<file path="config.mk">
export PLATFORM = sky130hd
export DESIGN_NAME = bdi_line_decompressor
export DESIGN_NICKNAME = d
export VERILOG_FILES = /design/src/bdi_pkg.sv /design/src/bdi_line_decompressor.sv
export SDC_FILE = /design/constraint.sdc
export NUM_CORES = 2
export LEC_CHECK = 0
export BUFFER_PORTS_ARGS = -buffer_cell sky130_fd_sc_hd__buf_2
export CAP_MARGIN = 10
export CORE_ASPECT_RATIO = 0.7
export CORE_MARGIN = 5
export CORE_UTILIZATION = 45
export DETAILED_ROUTE_END_ITERATION = 8
export PLACE_DENSITY = 0.67
export SLEW_MARGIN = 20
export SYNTH_ARGS = -nofsm -noshare
export SYNTH_HDL_FRONTEND = slang
export SYNTH_SLANG_ARGS = --single-unit
</file>
<file path="constraint.sdc">
create_clock -name aclk -period 13.4 [get_ports aclk]
set_input_delay 2.01 -clock aclk [delete_from_list [all_inputs] [get_ports aclk]]
set_output_delay 2.01 -clock aclk [all_outputs]
set_load 0.005 [all_outputs]
</file>
<file path="src/bdi_pkg.sv">
`timescale 1ns / 1ps
// Package for the BDI line decompressor: command codes, mode decode and stage types.
// No dependencies.
package bdi_pkg;

    localparam int LINE_BYTES  = 64;
    localparam int NUM_WORDS   = LINE_BYTES / 8;
    localparam int WIDX_W      = $clog2(NUM_WORDS);
    localparam int PACK_WORDS  = 5;
    localparam int STREAM_BITS = PACK_WORDS * 64;

    localparam logic [3:0] CMD_ZERO = 4'd0;
    localparam logic [3:0] CMD_REP  = 4'd1;
    localparam logic [3:0] CMD_B8D1 = 4'd2;
    localparam logic [3:0] CMD_B8D2 = 4'd3;
    localparam logic [3:0] CMD_B8D4 = 4'd4;
    localparam logic [3:0] CMD_B4D1 = 4'd5;
    localparam logic [3:0] CMD_B4D2 = 4'd6;
    localparam logic [3:0] CMD_B2D1 = 4'd7;

    typedef enum logic [1:0] {ESZ_NONE, ESZ_8, ESZ_4, ESZ_2} esz_t;
    typedef enum logic [1:0] {DSZ_0, DSZ_1, DSZ_2, DSZ_4} dsz_t;

    typedef struct packed {
        esz_t esz;
        dsz_t dsz;
        logic err;
    } mode_t;

    typedef struct packed {
        mode_t             mode;
        logic [WIDX_W-1:0] idx;
        logic              last;
        logic [31:0]       win;
        logic [3:0]        msk;
        logic [63:0]       base;
    } s1_t;

    typedef struct packed {
        logic [WIDX_W-1:0] idx;
        logic              last;
        logic              err;
        logic [63:0]       base;
        logic [63:0]       delta;
        logic [3:0]        msk;
        logic [3:1]        join_seg;
    } s2_t;

    function automatic mode_t decode_cmd(input logic [3:0] cmd);
        mode_t m;
        m = '{esz: ESZ_NONE, dsz: DSZ_0, err: 1'b0};
        case (cmd)
            CMD_ZERO: m.esz = ESZ_NONE;
            CMD_REP:  m.esz = ESZ_8;
            CMD_B8D1: begin m.esz = ESZ_8; m.dsz = DSZ_1; end
            CMD_B8D2: begin m.esz = ESZ_8; m.dsz = DSZ_2; end
            CMD_B8D4: begin m.esz = ESZ_8; m.dsz = DSZ_4; end
            CMD_B4D1: begin m.esz = ESZ_4; m.dsz = DSZ_1; end
            CMD_B4D2: begin m.esz = ESZ_4; m.dsz = DSZ_2; end
            CMD_B2D1: begin m.esz = ESZ_2; m.dsz = DSZ_1; end
            default:  m.err = 1'b1;
        endcase
        return m;
    endfunction

endpackage

</file>
<file path="src/bdi_line_decompressor.sv">
`timescale 1ns / 1ps
// BDI cache line decompressor top level: line buffer, word sequencer and
// three-stage word pipeline. Depends on bdi_pkg.
//
// Usage:
//   Input channel s_*: one compressed line per transfer (command, zero mask,
//   40 packed bytes). Output channel m_*: eight 64-bit words per line,
//   word_index 0..7, last on word 7. Uncompressed or unknown commands give
//   a single word with status 1, zero data and last set.
//   Path: each word goes through the line buffer, stage 1, stage 2 and the
//   output register. Throughput: one word per cycle on the single word port
//   while m_ready is high; a line is eight words, an error line one.
//   A new line is taken as the last word issues; lines stream without gaps.
//   Stalls: with m_ready low the pipeline fills and holds; s_ready is high only
//   while the line buffer is empty or issuing its last word, so a stall holds
//   the sender off. Nothing is lost or repeated.
//   Reset: aresetn (synchronous, active low) clears all valid bits; the
//   block accepts a line in the first cycle after reset.
module bdi_line_decompressor
    import bdi_pkg::*;
(
    input  logic              aclk,
    input  logic              aresetn,
    input  logic              s_valid,
    output logic              s_ready,
    input  logic [3:0]        s_command,
    input  logic [31:0]       s_zero_mask,
    input  logic [63:0]       s_packed_bytes_0,
    input  logic [63:0]       s_packed_bytes_1,
    input  logic [63:0]       s_packed_bytes_2,
    input  logic [63:0]       s_packed_bytes_3,
    input  logic [63:0]       s_packed_bytes_4,
    output logic              m_valid,
    input  logic              m_ready,
    output logic [63:0]       m_line_word,
    output logic [WIDX_W-1:0] m_word_index,
    output logic              m_status,
    output logic              m_last
);

    // line buffer and sequencer
    logic                   item_v_reg, item_v_next;
    logic [3:0]             item_cmd_reg, item_cmd_next;
    mode_t                  item_mode_reg, item_mode_next;
    logic [31:0]            item_mask_reg, item_mask_next;
    logic [STREAM_BITS-1:0] item_stream_reg, item_stream_next;
    logic [WIDX_W-1:0]      k_reg, k_next;

    logic v1_reg, v1_next, v2_reg, v2_next, v3_reg, v3_next;
    s1_t  s1_reg, s1_next;
    s2_t  s2_reg, s2_next;
    logic [63:0]       word_reg, word_next;
    logic [WIDX_W-1:0] idx_reg, idx_next;
    logic              status_reg, status_next;
    logic              last_reg, last_next;

    logic en1, en2, en3, issue, issue_last, accept;

    assign en3        = !v3_reg || m_ready;
    assign en2        = !v2_reg || en3;
    assign en1        = !v1_reg || en2;
    assign issue      = item_v_reg && en1;
    assign issue_last = issue && (item_mode_reg.err || k_reg == WIDX_W'(NUM_WORDS - 1));
    assign s_ready    = !item_v_reg || issue_last;
    assign accept     = s_valid && s_ready;

    always_comb begin
        item_v_next      = item_v_reg;
        item_cmd_next    = item_cmd_reg;
        item_mode_next   = item_mode_reg;
        item_mask_next   = item_mask_reg;
        item_stream_next = item_stream_reg;
        k_next           = k_reg;
        if (issue) begin
            k_next = issue_last ? '0 : k_reg + WIDX_W'(1);
        end
        if (issue_last) begin
            item_v_next = 1'b0;
        end
        if (accept) begin
            item_v_next      = 1'b1;
            item_cmd_next    = s_command;
            item_mode_next   = decode_cmd(s_command);
            item_mask_next   = s_zero_mask;
            item_stream_next = {s_packed_bytes_0, s_packed_bytes_1, s_packed_bytes_2,
                                s_packed_bytes_3, s_packed_bytes_4};
        end
    end

    // stage 1: delta window and mask bits of word k
    logic [5:0] off;
    logic [4:0] mi8, mi4, mi2;
    logic [8:0] win_top;

    always_comb begin
        case (item_cmd_reg)
            CMD_B8D1: off = 6'd8 + 6'(k_reg);
            CMD_B8D2: off = 6'd8 + {2'b00, k_reg, 1'b0};
            CMD_B8D4: off = 6'd8 + {1'b0, k_reg, 2'b00};
            CMD_B4D1: off = 6'd4 + {2'b00, k_reg, 1'b0};
            CMD_B4D2: off = 6'd4 + {1'b0, k_reg, 2'b00};
            CMD_B2D1: off = 6'd2 + {1'b0, k_reg, 2'b00};
            default:  off = 6'd0;
        endcase
        win_top = 9'(STREAM_BITS - 1) - {off, 3'b000};
        mi8     = 5'd7 - {2'b00, k_reg};
        mi4     = 5'd15 - {1'b0, k_reg, 1'b0};
        mi2     = 5'd31 - {k_reg, 2'b00};

        v1_next = v1_reg;
        s1_next = s1_reg;
        if (en1) begin
            v1_next      = issue;
            s1_next.mode = item_mode_reg;
            s1_next.idx  = item_mode_reg.err ? '0 : k_reg;
            s1_next.last = issue_last;
            s1_next.win  = item_stream_reg[win_top -: 32];
            s1_next.base = item_stream_reg[STREAM_BITS-1 -: 64];
            case (item_mode_reg.esz)
                ESZ_8:   s1_next.msk = {3'b000, item_mask_reg[mi8]};
                ESZ_4:   s1_next.msk = {2'b00, item_mask_reg[mi4 - 5'd1], item_mask_reg[mi4]};
                ESZ_2:   s1_next.msk = {item_mask_reg[mi2 - 5'd3], item_mask_reg[mi2 - 5'd2],
                                        item_mask_reg[mi2 - 5'd1], item_mask_reg[mi2]};
                default: s1_next.msk = '0;
            endcase
        end
    end

    // stage 2: sign-extend deltas into lanes, replicate base
    always_comb begin
        logic [31:0] w;
        logic [3:0]  m;
        logic [63:0] b;
        w = s1_reg.win;
        m = s1_reg.msk;
        b = s1_reg.base;
        v2_next = v2_reg;
        s2_next = s2_reg;
        if (en2) begin
            v2_next          = v1_reg;
            s2_next.idx      = s1_reg.idx;
            s2_next.last     = s1_reg.last;
            s2_next.err      = s1_reg.mode.err;
            s2_next.base     = '0;
            s2_next.delta    = '0;
            s2_next.msk      = '0;
            s2_next.join_seg = '0;
            if (!s1_reg.mode.err) begin
                case (s1_reg.mode.esz)
                    ESZ_8: begin
                        s2_next.base     = b;
                        s2_next.join_seg = 3'b111;
                        case (s1_reg.mode.dsz)
                            DSZ_1:   s2_next.delta = {{56{w[31]}}, w[31:24]};
                            DSZ_2:   s2_next.delta = {{48{w[31]}}, w[31:16]};
                            DSZ_4:   s2_next.delta = {{32{w[31]}}, w};
                            default: s2_next.delta = '0;
                        endcase
                        s2_next.msk = (s1_reg.mode.dsz == DSZ_0) ? 4'b0000 : {4{m[0]}};
                    end
                    ESZ_4: begin
                        s2_next.base     = {2{b[63:32]}};
                        s2_next.join_seg = 3'b101;
                        s2_next.msk      = {{2{m[1]}}, {2{m[0]}}};
                        if (s1_reg.mode.dsz == DSZ_2) begin
                            s2_next.delta = {{16{w[15]}}, w[15:0], {16{w[31]}}, w[31:16]};
                        end else begin
                            s2_next.delta = {{24{w[23]}}, w[23:16], {24{w[31]}}, w[31:24]};
                        end
                    end
                    ESZ_2: begin
                        s2_next.base  = {4{b[63:48]}};
                        s2_next.msk   = m;
                        s2_next.delta = {{8{w[7]}}, w[7:0], {8{w[15]}}, w[15:8],
                                         {8{w[23]}}, w[23:16], {8{w[31]}}, w[31:24]};
                    end
                    default: ;
                endcase
            end
        end
    end

    // stage 3: segmented add, zero-base select, output register
    always_comb begin
        logic [16:0] seg;
        logic        cy;
        v3_next     = v3_reg;
        word_next   = word_reg;
        idx_next    = idx_reg;
        status_next = status_reg;
        last_next   = last_reg;
        cy          = 1'b0;
        seg         = '0;
        if (en3) begin
            v3_next     = v2_reg;
            idx_next    = s2_reg.idx;
            status_next = s2_reg.err;
            last_next   = s2_reg.last;
            for (int i = 0; i < 4; i++) begin
                if (i > 0) begin
                    cy = s2_reg.join_seg[i] & seg[16];
                end
                seg = {1'b0, s2_reg.base[16*i +: 16]} + {1'b0, s2_reg.delta[16*i +: 16]}
                      + 17'(cy);
                word_next[16*i +: 16] = s2_reg.msk[i] ? s2_reg.delta[16*i +: 16] : seg[15:0];
            end
        end
    end

    always_ff @(posedge aclk) begin
        if (!aresetn) begin
            item_v_reg <= 1'b0;
            k_reg      <= '0;
            v1_reg     <= 1'b0;
            v2_reg     <= 1'b0;
            v3_reg     <= 1'b0;
        end else begin
            item_v_reg <= item_v_next;
            k_reg      <= k_next;
            v1_reg     <= v1_next;
            v2_reg     <= v2_next;
            v3_reg     <= v3_next;
        end
    end

    always_ff @(posedge aclk) begin
        item_cmd_reg    <= item_cmd_next;
        item_mode_reg   <= item_mode_next;
        item_mask_reg   <= item_mask_next;
        item_stream_reg <= item_stream_next;
        s1_reg          <= s1_next;
        s2_reg          <= s2_next;
        word_reg        <= word_next;
        idx_reg         <= idx_next;
        status_reg      <= status_next;
        last_reg        <= last_next;
    end

    assign m_valid      = v3_reg;
    assign m_line_word  = word_reg;
    assign m_word_index = idx_reg;
    assign m_status     = status_reg;
    assign m_last       = last_reg;

endmodule

</file>
==> flow_metrics.tcl <==
set metrics [dict create \
    slew_violations 0 \
    r2r_cells 39 \
    mostFrequentLayoutCells "edfxtp_1, nand2_1, buf_2" \
    worst_pin_slew_ns 1.24 \
    cp_max_fo 4 \
    die_x_um 353 \
    largest_reg_flops 320 \
    finalCriticalPeriod_ns 10.80 \
    drcViolationCount 0 \
    layout.cells.non_filler 4490 \
    r2r-start "s2_reg[7]" \
    post-route-period-util_pct 80.6 \
    syn_avg_cell_area_um2 12.3 \
    synthMuxAreaShare_pct 15.4 \
    cp-end-kind "register" \
    yosys_warnings 0 \
    relSlewSlack_pct 17.1 \
    synth_xor_area_share_pct 0.968 \
    cts_tree "yes" \
    p_leak_nw 16.1 \
    grt_overflow 0 \
    seq_area_frac_synth_pct 54.6 \
    drt-vias-per-instance 6.20 \
    synth-simple-area-share_pct 11.3 \
    clk_latency_ns 0.63 \
    fin_nets 3785 \
    hold_path.class "register to register" \
    yosysUniqueCellTypes 90 \
    fin_setup_tns_ns 0 \
    holdPathEnd "m_word_index[2]" \
    clk_pin_slew_ns 0.06 \
    htreeDepth 3 \
    drt_iter0_drc 3861 \
    hpwl_mm 86.1 \
    power_density_mw_per_mm2 128 \
    syn_inst 3022 \
    io_buffers 430 \
    place_inst 4356 \
    wl_per_cell_um 26.3 \
    track_usage_pct 25.9 \
    num_rows 88 \
    io-pin-count 431 \
    crit_type "register to register" \
    antenna_left 0 \
    grt_pass1_wl_mm 173 \
    grt_setup_unrepaired "false" \
    post_cts_buffers 0 \
    clkPwrFrac_pct 38.0 \
    route.final.wire_length_mm 118 \
    comb_power_share_pct 12.3 \
    p_int_mw 3.99 \
    cts_buffers 71 \
    cpMostUsedCell "a21oi_1" \
    hp-start "s2_reg[139]" \
    required_ns 13.77 \
    async_flop_share_pct 0 \
    layout-drive-gt1-share_pct 22.4 \
    syn_nets 3457 \
    cp_slowest_stage_delay_ns 0.61 \
    hold_violations 0 \
    swShare_pct 26.0 \
    crit_slowest_cell "o31ai_1" \
    final_common_cell "edfxtp_1" \
    cts_root_buffer "clkbuf_16" \
    holdPathStages 0 \
    vias 27821 \
    clock_sinks 677 \
    clockBufferDepth 3 \
    cts_resized 0 \
    power.switching_mw 1.40 \
    ir_worst_vdd_v 0.000128 \
    first_pass_iters 6 \
    hold_buffers 0 \
    synth_edf_count 670 \
    cp_data_arrival_time_ns 11.17 \
    setup_viol 0 \
    start_kind "register" \
    r2r-end "m_line_word[63]" \
    core_mm2 0.0820 \
    gp_congestion 0.935 \
    seqPwrFrac_pct 49.7 \
    initial_core_util_pct 45.2 \
    antenna_found_initial 6 \
    synthToLayoutAreaGrowth_pct 13.6 \
    synth_adder_area_share_pct 2.70 \
    skew_ns 0.0290 \
    synth-seq-cells 677 \
    dieArea_mm2 0.0884 \
    grt_pass1_vias 26019 \
    synth_compound_area_share_pct 11.3 \
    max_clock_freq_mhz 92.6 \
    ff2ff_setup_slack_ns 2.60 \
    die_height_um 250 \
    synth_area_mm2 0.0371 \
    grt_max_degree 172 \
    synth_top_family_by_area "multiplexers" \
    maxCapViolCount 0 \
    synth_flop_cell "edfxtp_1" \
    status "completed" \
]
==> cell type report <==
type                       instances  area, um2
fill                            7093      39900
timing repair buffer             467       2470
clock inverter                    41        437
inverter                          35        134
multi-input combinational       2098      15500
sequential                       677      20300
clock buffer                      90       1960
antenna                            2       5.00
tap                             1080       1350
==> through the flow <==
stage / setup WS (ns) / power, mW / util (%) / instance area (um2) / hold slack (ns)
detailed placement: 2.81 / 3.37 / 48.4 / 39700 / 0.405
CTS: 2.75 / 5.42 / 51.3 / 42100 / 0.412
global route: 2.05 / 5.59 / 51.4 / 42100 / 0.427
finish: 2.60 / 5.40 / 51.4 / 42100 / 0.407
floorplan: 1.86 / 3.06 / - / 37100 / 0.400
global placement: 3.08 / 3.36 / 48.4 / 39700 / 0.404
==> cells by family after synthesis <==
logic type                 count (synthesis)
muxes                                    407
DFF                                      677
xor gates and xnor gates                  41
adders and majority gates                 76
buffers and inverters                    247
and+or+nand+nor                          929
AOI/OAI and AO/OA                        645
==> routing by layer <==
layer	global-route usage (%)	part of all wire, %	up-vias
li1	-	-	12321
met1	37.6	42	13683
met2	38.2	44	1610
met3	7.70	12	201
met4	7.00	2.9	6
met5	0	0.035	-
==> worst max-delay path, delay by kind of cell (launching register included) <==
family                     cells  cell delay [ns]
AOI/OAI and AO/OA             27             7.18
DFF                            1             0.40
and+or+nand+nor                5             0.89
adders and majority gates      7             2.10
==> Yosys cell counts (all sizes together) (16+ instances only) <==
master    n  share of area, %
edfxtp  670                54
nand2   496               5.0
mux2i   246               6.6
a21oi   190               2.6
nand3   144               1.9
o21ai   144               2.0
buf     133               2.6
mux4    126               7.7
nor2     86              0.88
clkbuf   79              0.80
ha       68               2.3
nor3     48              0.66
and3     45              0.76
mux2     35               1.1
a22oi    34              0.69
inv      34              0.34
a31oi    33              0.56
and2     25              0.42
o211ai   25              0.51
xor2     25              0.59
o21a     21              0.43
o31ai    20              0.40
nor2b    18              0.30
a211oi   17              0.34
a221oi   17              0.40
nand2b   17              0.29
a22o     16              0.38
xnor2    16              0.38
==> how the worst max path moves through the flow <==
| stage | startpoint | cells after the start | slack, ns | endpoint |
|---|---|---|---|---|
| 2_1_floorplan | m_ready | 4 | 1.86 | item_cmd_reg[0] |
| 3_3_place_gp | s2_reg[7] | 39 | 3.08 | m_line_word[63] |
| 3_5_place_dp | s2_reg[7] | 39 | 2.81 | m_line_word[63] |
| 4_1_cts | s2_reg[7] | 39 | 2.75 | m_line_word[63] |
| 5_1_grt | s2_reg[7] | 39 | 2.05 | m_line_word[63] |
| 6_report | s2_reg[7] | 39 | 2.60 | m_line_word[63] |
==> power groups by stage <==
stage	sequential [mW]	combinational [mW]	clock [mW]
2_1_floorplan	2.65	0.415	0
3_3_place_gp	2.71	0.649	0
3_5_place_dp	2.72	0.653	0
4_1_cts	2.67	0.657	2.09
5_1_grt	2.69	0.720	2.18
6_report	2.68	0.664	2.05
Power figures use the tool's default switching activity.
